<file path="config.mk">
export PLATFORM = sky130hd
export DESIGN_NAME = signed_int_to_decimal_ascii_flat
export DESIGN_NICKNAME = d
export VERILOG_FILES = /design/src/rtl/core/sidc_pkg.sv /design/src/rtl/core/sidc_if.sv /design/src/rtl/core/sidc_ctrl.sv /design/src/rtl/core/sidc_dp.sv /design/src/rtl/core/signed_int_to_decimal_ascii.sv /design/src/flat_wrapper.sv
export SDC_FILE = /design/constraint.sdc
export NUM_CORES = 1
export LEC_CHECK = 0
export ABC_AREA = 0
export BUFFER_PORTS_ARGS = -buffer_cell sky130_fd_sc_hd__buf_2
export CAP_MARGIN = 20
export CORE_ASPECT_RATIO = 1.1
export CORE_MARGIN = 4
export CORE_UTILIZATION = 40
export CTS_CLUSTER_DIAMETER = 50
export DETAILED_ROUTE_END_ITERATION = 8
export SLEW_MARGIN = 20
export SYNTH_ARGS = -nofsm -noshare
export SYNTH_HDL_FRONTEND = slang
export SYNTH_HIERARCHICAL = 1
export SYNTH_SLANG_ARGS = --single-unit
</file>
<file path="constraint.sdc">
create_clock -name clk_i -period 3.29 [get_ports clk_i]
set_input_delay 0.658 -clock clk_i [delete_from_list [all_inputs] [get_ports clk_i]]
set_output_delay 0.658 -clock clk_i [all_outputs]
set_load 0.01 [all_outputs]
</file>
<file path="src/rtl/core/sidc_pkg.sv">
// Package for the signed integer to decimal text converter.
// Holds the width constants, ASCII codes, controller states and the
// command/status structs shared by the controller and the datapath.
package sidc_pkg;

  // Width of the integer that is converted (8 to 64)
  localparam int unsigned VALUE_WIDTH = 64;
  // Decimal digits of the largest magnitude, 2^(VALUE_WIDTH-1)
  localparam int unsigned DIGITS      = ((VALUE_WIDTH - 1) * 30103) / 100000 + 1;
  localparam int unsigned BCD_W       = DIGITS * 4;
  localparam int unsigned BIT_CNT_W   = $clog2(VALUE_WIDTH + 1);
  localparam int unsigned DIG_CNT_W   = $clog2(DIGITS + 1);

  localparam logic [7:0] ASCII_MINUS = 8'h2D;
  localparam logic [7:0] ASCII_ZERO  = 8'h30;

  typedef enum logic [2:0] {
    ST_IDLE,
    ST_CONV,
    ST_SKIP,
    ST_SIGN,
    ST_EMIT
  } state_e;

  // Controller to datapath
  typedef struct packed {
    logic load;        // capture a new number and form its magnitude
    logic conv;        // one shift-and-adjust step of the binary to BCD loop
    logic skip;        // drop a leading zero digit
    logic emit_sign;   // load '-' into the output register
    logic emit_digit;  // load the top digit into the output register
  } cmd_t;

  // Datapath to controller
  typedef struct packed {
    logic bit_last;    // final conversion step is in progress
    logic top_zero;    // most significant remaining digit is zero
    logic dig_one;     // one digit remains
    logic neg;         // number is negative
    logic slot_free;   // output register can take a character
  } sts_t;

endpackage

</file>
<file path="src/rtl/core/sidc_if.sv">
// Handshake channels of the converter: integer in, characters out.
// Depends on nothing; payload widths follow the field definitions.
interface sidc_num_if;
  logic               valid;
  logic               ready;
  logic signed [63:0] number;

  modport source (output valid, output number, input ready);
  modport sink   (input valid, input number, output ready);
endinterface

interface sidc_char_if;
  logic       valid;
  logic       ready;
  logic [7:0] text_char;
  logic       last;

  modport source (output valid, output text_char, output last, input ready);
  modport sink   (input valid, input text_char, input last, output ready);
endinterface

</file>
<file path="src/rtl/core/sidc_ctrl.sv">
// Controller of the converter: sequences load, conversion, zero skipping
// and character output. Depends on sidc_pkg.
module sidc_ctrl (
  input  logic          clk_i,
  input  logic          rst_ni,
  input  logic          in_valid_i,
  output logic          in_ready_o,
  input  sidc_pkg::sts_t sts_i,
  output sidc_pkg::cmd_t cmd_o
);
  import sidc_pkg::*;

  state_e state_q, state_d;

  // State register
  always_ff @(posedge clk_i or negedge rst_ni) begin
    if (!rst_ni) begin
      state_q <= ST_IDLE;
    end else begin
      state_q <= state_d;
    end
  end

  // Next state
  always_comb begin
    state_d = state_q;
    case (state_q)
      ST_IDLE: begin
        if (in_valid_i) state_d = ST_CONV;
      end
      ST_CONV: begin
        if (sts_i.bit_last) state_d = ST_SKIP;
      end
      ST_SKIP: begin
        if (!sts_i.top_zero || sts_i.dig_one) begin
          state_d = sts_i.neg ? ST_SIGN : ST_EMIT;
        end
      end
      ST_SIGN: begin
        if (sts_i.slot_free) state_d = ST_EMIT;
      end
      ST_EMIT: begin
        if (sts_i.slot_free && sts_i.dig_one) state_d = ST_IDLE;
      end
      default: state_d = ST_IDLE;
    endcase
  end

  // Commands
  always_comb begin
    cmd_o      = '0;
    in_ready_o = 1'b0;
    case (state_q)
      ST_IDLE: begin
        in_ready_o = 1'b1;
        cmd_o.load = in_valid_i;
      end
      ST_CONV: cmd_o.conv       = 1'b1;
      ST_SKIP: cmd_o.skip       = sts_i.top_zero && !sts_i.dig_one;
      ST_SIGN: cmd_o.emit_sign  = sts_i.slot_free;
      ST_EMIT: cmd_o.emit_digit = sts_i.slot_free;
      default: cmd_o            = '0;
    endcase
  end

endmodule

</file>
<file path="src/rtl/core/sidc_dp.sv">
// Datapath of the converter: magnitude, bit-serial binary to BCD
// conversion, digit shifting and the output register. Depends on sidc_pkg.
module sidc_dp (
  input  logic                clk_i,
  input  logic                rst_ni,
  input  logic signed [63:0]  number_i,
  input  sidc_pkg::cmd_t      cmd_i,
  output sidc_pkg::sts_t      sts_o,
  sidc_char_if.source         char_o
);
  import sidc_pkg::*;

  logic [VALUE_WIDTH-1:0] mag_q, mag_d;
  logic [BCD_W-1:0]       bcd_q, bcd_d;
  logic [BIT_CNT_W-1:0]   bit_cnt_q, bit_cnt_d;
  logic [DIG_CNT_W-1:0]   dig_cnt_q, dig_cnt_d;
  logic                   neg_q, neg_d;
  logic                   out_valid_q, out_valid_d;
  logic [7:0]             out_char_q, out_char_d;
  logic                   out_last_q, out_last_d;

  logic [VALUE_WIDTH-1:0] value;
  logic [BCD_W-1:0]       bcd_adj;
  logic [3:0]             top_digit;
  logic                   slot_free;

  assign value     = number_i[VALUE_WIDTH-1:0];
  assign top_digit = bcd_q[BCD_W-1 -: 4];
  assign slot_free = !out_valid_q || char_o.ready;

  // Add three to every digit of five or more before the shift
  always_comb begin
    for (int i = 0; i < DIGITS; i++) begin
      bcd_adj[i*4 +: 4] = (bcd_q[i*4 +: 4] >= 4'd5) ? bcd_q[i*4 +: 4] + 4'd3
                                                    : bcd_q[i*4 +: 4];
    end
  end

  // Work registers
  always_comb begin
    mag_d     = mag_q;
    bcd_d     = bcd_q;
    bit_cnt_d = bit_cnt_q;
    dig_cnt_d = dig_cnt_q;
    neg_d     = neg_q;
    if (cmd_i.load) begin
      neg_d     = value[VALUE_WIDTH-1];
      mag_d     = value[VALUE_WIDTH-1] ? (~value) + VALUE_WIDTH'(1) : value;
      bcd_d     = '0;
      bit_cnt_d = BIT_CNT_W'(VALUE_WIDTH);
      dig_cnt_d = DIG_CNT_W'(DIGITS);
    end else if (cmd_i.conv) begin
      bcd_d     = {bcd_adj[BCD_W-2:0], mag_q[VALUE_WIDTH-1]};
      mag_d     = {mag_q[VALUE_WIDTH-2:0], 1'b0};
      bit_cnt_d = bit_cnt_q - BIT_CNT_W'(1);
    end else if (cmd_i.skip || cmd_i.emit_digit) begin
      bcd_d     = {bcd_q[BCD_W-5:0], 4'd0};
      dig_cnt_d = dig_cnt_q - DIG_CNT_W'(1);
    end
  end

  // Output register: load a character or drop it once transferred
  always_comb begin
    out_valid_d = out_valid_q;
    out_char_d  = out_char_q;
    out_last_d  = out_last_q;
    if (cmd_i.emit_sign) begin
      out_valid_d = 1'b1;
      out_char_d  = ASCII_MINUS;
      out_last_d  = 1'b0;
    end else if (cmd_i.emit_digit) begin
      out_valid_d = 1'b1;
      out_char_d  = ASCII_ZERO + {4'd0, top_digit};
      out_last_d  = (dig_cnt_q == DIG_CNT_W'(1));
    end else if (char_o.ready) begin
      out_valid_d = 1'b0;
    end
  end

  always_ff @(posedge clk_i or negedge rst_ni) begin
    if (!rst_ni) begin
      mag_q       <= '0;
      bit_cnt_q   <= '0;
      dig_cnt_q   <= '0;
      neg_q       <= 1'b0;
      out_valid_q <= 1'b0;
    end else begin
      mag_q       <= mag_d;
      bit_cnt_q   <= bit_cnt_d;
      dig_cnt_q   <= dig_cnt_d;
      neg_q       <= neg_d;
      out_valid_q <= out_valid_d;
    end
  end

  // Payload registers, no reset
  always_ff @(posedge clk_i) begin
    bcd_q      <= bcd_d;
    out_char_q <= out_char_d;
    out_last_q <= out_last_d;
  end

  assign sts_o.bit_last  = (bit_cnt_q == BIT_CNT_W'(1));
  assign sts_o.top_zero  = (top_digit == 4'd0);
  assign sts_o.dig_one   = (dig_cnt_q == DIG_CNT_W'(1));
  assign sts_o.neg       = neg_q;
  assign sts_o.slot_free = slot_free;

  assign char_o.valid     = out_valid_q;
  assign char_o.text_char = out_char_q;
  assign char_o.last      = out_last_q;

endmodule

</file>
<file path="src/rtl/core/signed_int_to_decimal_ascii.sv">
// Signed integer to decimal ASCII text, one character per transfer.
// Per item: an accept step, the bit-serial BCD loop over all VALUE_WIDTH bits,
// a pass dropping leading zeros, then one character a cycle (sign included)
// while the sink keeps up.
// A new number is taken only once the previous one's last character is loaded.
// Reset is asynchronous, active low; it clears control state, no clearing pass.
module signed_int_to_decimal_ascii (
  input  logic        clk_i,
  input  logic        rst_ni,
  sidc_num_if.sink    num_i,
  sidc_char_if.source char_o
);
  import sidc_pkg::*;

  cmd_t cmd;
  sts_t sts;
  logic in_ready;

  assign num_i.ready = in_ready;

  sidc_ctrl u_ctrl (
    .clk_i      (clk_i),
    .rst_ni     (rst_ni),
    .in_valid_i (num_i.valid),
    .in_ready_o (in_ready),
    .sts_i      (sts),
    .cmd_o      (cmd)
  );

  sidc_dp u_dp (
    .clk_i    (clk_i),
    .rst_ni   (rst_ni),
    .number_i (num_i.number),
    .cmd_i    (cmd),
    .sts_o    (sts),
    .char_o   (char_o)
  );

endmodule

</file>
<file path="src/flat_wrapper.sv">
// flat-port wrapper written by rule: the top's interface ports become plain ports
module signed_int_to_decimal_ascii_flat import sidc_pkg::*;
  (clk_i, rst_ni, num_i_valid, num_i_number, num_i_ready, char_o_valid, char_o_text_char, char_o_last, char_o_ready);
  sidc_num_if num_i_i ();
  sidc_char_if char_o_i ();
  input  logic clk_i;
  input  logic rst_ni;
  input wire logic [$bits(num_i_i.valid)-1:0] num_i_valid;
  input wire logic [$bits(num_i_i.number)-1:0] num_i_number;
  output wire logic [$bits(num_i_i.ready)-1:0] num_i_ready;
  output wire logic [$bits(char_o_i.valid)-1:0] char_o_valid;
  output wire logic [$bits(char_o_i.text_char)-1:0] char_o_text_char;
  output wire logic [$bits(char_o_i.last)-1:0] char_o_last;
  input wire logic [$bits(char_o_i.ready)-1:0] char_o_ready;
  assign num_i_i.valid = num_i_valid;
  assign num_i_i.number = num_i_number;
  assign num_i_ready = num_i_i.ready;
  assign char_o_valid = char_o_i.valid;
  assign char_o_text_char = char_o_i.text_char;
  assign char_o_last = char_o_i.last;
  assign char_o_i.ready = char_o_ready;
  signed_int_to_decimal_ascii u_core (.clk_i(clk_i), .rst_ni(rst_ni), .num_i(num_i_i), .char_o(char_o_i));
endmodule
</file>
==> After elaboration in Yosys (flattened, before gate mapping) <==
Cells that the tools add are included.
{ "totals": {"mem_bits_rw": 0, "ff_bits": 166, "latch_bits": 0, "output_inout_bits": 11, "in_bits": 68, "rom_bits": 0, "mem_count": 0, "elab_cells": 125} }
{ "op_classes": {"mux": 45, "n_bitwise": 1, "shift": 0, "n_lt_le_gt_ge": 19, "reduce_logical": 16, "div": 0, "n_addsub": 23, "n_mul": 0, "n_eq_ne": 12} }
{ "ops": {"columns": ["operator", "count"], "rows": [
  ["2-to-1 mux 64 bit", 3],
  ["2-to-1 mux 76 bit", 2],
  ["greater-or-equal comparator 4 x 3 -> 1 bit (second input constant)", 19],
  ["adder 4 x 2 -> 4 bit (second input constant)", 18],
  ["2-to-1 mux 4 bit", 18],
  ["adder 64 x 1 -> 64 bit (second input constant)", 1],
  ["NOT 64 bit", 1],
  ["2-to-1 mux 3 bit", 7],
  ["2-to-1 mux 5 bit", 3],
  ["one-hot mux 3 bit (5 select lines)", 1],
  ["2-to-1 mux 7 bit", 2],
  ["2-to-1 mux 1 bit", 9],
  ["inequality test 2 bit (second input constant)", 4],
  ["adder 6 x 4 -> 7 bit (first input constant)", 1],
  ["equality test 7 x 1 -> 1 bit (second input constant)", 1],
  ["subtractor 7 x 1 -> 7 bit (second input constant)", 1],
  ["equality test 3 x 2 -> 1 bit (second input constant)", 2],
  ["nonzero test 2 bit", 3],
  ["equality test 5 x 1 -> 1 bit (second input constant)", 1],
  ["AND reduction 5 bit", 1],
  ["subtractor 5 x 1 -> 5 bit (second input constant)", 1],
  ["logical NOT 4 bit", 1],
  ["inequality test 2 x 1 -> 1 bit (second input constant)", 2],
  ["adder 3 x 2 -> 3 bit (second input constant)", 1],
  ["8 further kinds", 13]
]} }

==> Depth between registers and ports, before layout <==
{ "depth": {"word_depth": 8, "depth_mapped": 12, "depth_no_buf": 11} }

==> By module <==
The synthesis kept the hierarchy.
{ "modules_own_cells": {"columns": ["mod", "instances", "cells_per_inst", "area_each_um2", "seq_area_each_um2"], "rows": [
  ["sidc_dp", 1, 1227, 10219.8, 3593.4],
  ["sidc_ctrl", 1, 26, 224.0, 75.1]
]} }

==> Least setup slack after synthesis <==
OpenSTA, ideal clock, no wires.
{ "synth_path": {"path_kind": "input to register", "from": "in num_i_number[34]", "to": "reg u_core.u_dp.mag_q[55]", "path_slack_ns": 0.241, "required_time_ns": 3.153, "setup_ns": 0.137, "cell_stages": 8, "n_path_buf": 2, "t_arrival_ns": 2.913, "path_cell_list": "or4_4 or4b_4 buf_6 or4b_4 buf_6 o41ai_2 xor2_1 a21oi_1"} }
{ "synth_via": {"elab_chain_cells": 4} }
{ "synth_lines": {"columns": ["item", "line", "text"], "rows": [
  ["from (decl)", "flat_wrapper.sv:9", "input wire logic [$bits(num_i_i.number)-1:0] num_i_number;"],
  ["NOT 64 bit", "sidc_dp.sv:48", "mag_d = value[VALUE_WIDTH-1] ? (~value) + VALUE_WIDTH'(1) : value;"],
  ["adder 64 x 1 -> 64 bit", "sidc_dp.sv:48", null],
  ["2-to-1 mux 64 bit", "sidc_dp.sv:48", null],
  ["2-to-1 mux 64 bit", "sidc_dp.sv:46", "if (cmd_i.load) begin"],
  ["to (signal assigned)", "sidc_dp.sv:88", "mag_q <= mag_d;"],
  ["to (decl)", "sidc_dp.sv:13", "logic [VALUE_WIDTH-1:0] mag_q, mag_d;"]
]} }
Every way passes these cells.
A chain may end at the register's enable or synchronous reset.

==> results.sh <==
export IMPL_drtIter0Drc=439
export IMPL_antennaDiodeCount=0
export IMPL_status="finished, final reports clean"
export IMPL_fp_coreArea_um2=25500
export IMPL_p_int_mw=6.53
export IMPL_clk_pin_slew_ns=0.07
export IMPL_cp_slowest_cell="nor4b_1"
export IMPL_start_kind="register"
export IMPL_switching_power_mw=4.46
export IMPL_ant_nets=0
export IMPL_start_util_pct=41.0
export IMPL_crit_family="simple AND/OR/NAND/NOR gates"
export IMPL_grt_overflow_total=0
export IMPL_viasPerCell=5.36
export IMPL_synthArstFlopShare_pct=49.7
export IMPL_cts_made_buffers=17
export IMPL_worstSkewPairLatency_ns=0.43
export IMPL_wl_per_cell_um=14.2
export IMPL_pre_cts_slack_ns=0.0972
export IMPL_slowest_delay_ns=0.49
export IMPL_antenna_found_initial=0
export IMPL_r2r_cells=12
export IMPL_cts_repair_resized=0
export IMPL_avgSynthCellArea_um2=8.34
export IMPL_max_cap_viol_count=0
export IMPL_crit_chain="inv_1 > ha_1 > nor4b_1 > nand2b_1 > nor3_1 > buf_4 > nor2_4 > buf_12 > nand2_1 > o21ai_0 > nor2_1 > a211oi_1"
export IMPL_totalWireLength_um=23300
export IMPL_clockPowerShare_pct=17.9
export IMPL_grt_pass1_vias=8377
export IMPL_hpwl_um=15900
export IMPL_die_w_um=162
export IMPL_r2r_end="u_core/u_dp/bcd_q[52]"
export IMPL_combPwrFrac_pct=47.4
export IMPL_setup_ws_ns=0.487
export IMPL_fp_row_count=61
export IMPL_crit_arrival_ns=3.14
export IMPL_post_cts_buffers=0
export IMPL_timing_final_crit_share_pct=85.2
export IMPL_io_buffers=75
export IMPL_p_seq_share_pct=34.8
export IMPL_final_min_clock_period_ns=2.80
export IMPL_pin_count=79
export IMPL_finalNetCount=1400
export IMPL_setup_tns_ns=0
export IMPL_drc=0
export IMPL_critical_path_buf_inv_count=3
export IMPL_slew_headroom_pct=56.0
export IMPL_vias=8835
export IMPL_clock_sinks=163
export IMPL_ctsHtreeMaxLevel=4
export IMPL_hold_path_class="in -> async"
export IMPL_rrSetupSlack_ns=0.49
export IMPL_gp_congestion=0.847
export IMPL_swShare_pct=40.6
export IMPL_worstPathMaxFanout=79
export IMPL_grt_max_degree=100
export IMPL_stdcell_count=1648
export IMPL_drive_gt1_share_pct=12.7
export IMPL_clockRootBuffer="clkbuf_16"
export IMPL_grt_total_usage_pct=16.1
export IMPL_vdd_drop_max_uv=340
export IMPL_p_leak_nw=4.76
export IMPL_mostFrequentLayoutCell="a21oi_1"
export IMPL_ys_flop_type="dfxtp_1"
export IMPL_hold_buffers=0
export IMPL_cp_required_ns=3.63
export IMPL_area_growth_pct=12.8
export IMPL_die_area_um2=28800
export IMPL_cts_buffer_depth=2
export IMPL_rsz0062_at_grt="no"
export IMPL_reg2reg_from="u_core/u_dp/dig_cnt_q[1]"
export IMPL_syn_area_um2=10400
export IMPL_tightest_slew_ns=0.660
export IMPL_die_y_um=177
export IMPL_path_class="reg -> reg"
export IMPL_endpoint_kind="register"
export IMPL_ys_seq_area_share_pct=35.1
export IMPL_syn_inst=1253
export IMPL_dp_cells=1616
export IMPL_finClkSkew_ns=0.0154
export IMPL_yosysWarnings=6
export IMPL_most_common_layout_cells="a21oi_1 (127), a211oi_1 (121), o21ai_0 (109)"
export IMPL_cts_tree="built"
export IMPL_slew_violations=0
export IMPL_ys_ff_latch=163
export IMPL_synth_edf_count=0
export IMPL_hold_violations=0
export IMPL_finalSetupViolCount=0
export IMPL_power_density_nw_per_um2=932
export IMPL_fmax_mhz=357
export IMPL_synth_cell_types=55
export IMPL_grt_pass1_wl_um=39600
export IMPL_firstDrtPassIters=5
[layer usage]
layer  vias up  wire [um]  global-route usage [%]
li1       4573          -                       -
met1      4123      11300                    21.7
met2       107      11100                    27.0
met3        32        532                    2.30
met4         0        431                    5.18
met5         -          0                       0
[kinds of logic after synthesis]
kind of cell / after synthesis / synth area share (%)
AOI/OAI and AO/OA: 415 / 24.9
xor gates and xnor gates: 88 / 7.38
adders and majority gates: 43 / 5.15
buffers and inverters: 135 / 5.25
DFF: 163 / 35.1
muxes: 19 / 1.83
other: 2 / 0.0719
and+or+nand+nor: 388 / 20.2
[worst register-to-register path, cell delays in order, from the launching register on]
cell	delay, ns
dfrtp_1	0.39
inv_1	0.08
ha_1	0.13
nor4b_1	0.49
nand2b_1	0.24
nor3_1	0.06
buf_4	0.17
nor2_4	0.30
buf_12	0.32
nand2_1	0.14
o21ai_0	0.09
nor2_1	0.06
a211oi_1	0.24
[how the worst max path moves through the flow]
stage / depth (start not counted) / startpoint / end
floorplan: 8 / num_i_number[34] / u_core/u_dp/mag_q[55]
global placement: 7 / num_i_number[34] / u_core/u_dp/mag_q[55]
detailed placement: 7 / num_i_number[34] / u_core/u_dp/mag_q[55]
CTS: 12 / u_core/u_dp/dig_cnt_q[1] / u_core/u_dp/bcd_q[52]
global route: 12 / u_core/u_dp/dig_cnt_q[1] / u_core/u_dp/bcd_q[52]
finish: 12 / u_core/u_dp/dig_cnt_q[1] / u_core/u_dp/bcd_q[52]
[through the flow]
stage / hold slack, ns / instance area, um2 / utilization (%) / total power [mW]
2_1_floorplan: 0.362 / 10400 / - / 7.96
3_3_place_gp: 0.441 / 11200 / 43.9 / 8.93
3_5_place_dp: 0.452 / 11200 / 43.9 / 9.06
4_1_cts: 0.253 / 11800 / 46.2 / 11.1
5_1_grt: 0.272 / 11800 / 46.2 / 12.1
6_report: 0.227 / 11800 / 46.2 / 11.0
[power groups by stage]
stage | Clock, mW | Sequential [mW] | Combinational, mW
3_3_place_gp | 0 | 3.84 | 5.08
6_report | 1.96 | 3.82 | 5.20
4_1_cts | 2.03 | 3.82 | 5.25
2_1_floorplan | 0 | 3.63 | 4.33
3_5_place_dp | 0 | 3.85 | 5.21
5_1_grt | 2.12 | 3.97 | 5.99
[sequential cells by signal, summed over array words and instances, names as in the netlist]
| signal | flops |
|---|---|
| u_core/u_dp/bit_cnt_q | 7 |
| u_core/u_dp/neg_q | 1 |
| u_core/u_dp/dig_cnt_q | 5 |
| u_core/u_dp/char_o.valid | 1 |
| u_core/u_dp/char_o.text_char | 5 |
| u_core/u_dp/mag_q | 64 |
| u_core/u_dp/bcd_q | 76 |
| u_core/u_ctrl/state_q | 3 |
| u_core/u_dp/char_o.last | 1 |
[synthesized netlist by cell type (13+ instances only)]
| cell type | n | area (um2) |
|---|---|---|
| o21ai_0 | 109 | 546 |
| mux2i_1 | 18 | 180 |
| nor2b_1 | 68 | 425 |
| a21oi_1 | 127 | 636 |
| inv_1 | 47 | 176 |
| xnor2_1 | 39 | 342 |
| dfrtp_1 | 81 | 2030 |
| ha_1 | 43 | 538 |
| xor2_1 | 49 | 429 |
| nor3b_1 | 39 | 293 |
| nor2_1 | 91 | 342 |
| clkbuf_1 | 76 | 285 |
| a211oi_1 | 121 | 908 |
| nor3_1 | 15 | 75.1 |
| nand2b_1 | 29 | 181 |
| o31ai_1 | 13 | 97.6 |
| a32oi_1 | 18 | 158 |
| dfxtp_1 | 82 | 1640 |
| nand2_1 | 77 | 289 |
[final cells by class]
type / count / area [um2]
Multi-Input combinational cell: 956 / 6250
Clock buffer: 17 / 425
Inverter: 47 / 176
Sequential cell: 163 / 3670
Fill cell: 2538 / 13700
Tap cell: 346 / 433
Timing Repair Buffer: 104 / 671
Clock inverter: 15 / 151
Note: power is estimated with default switching activity, not from simulation.
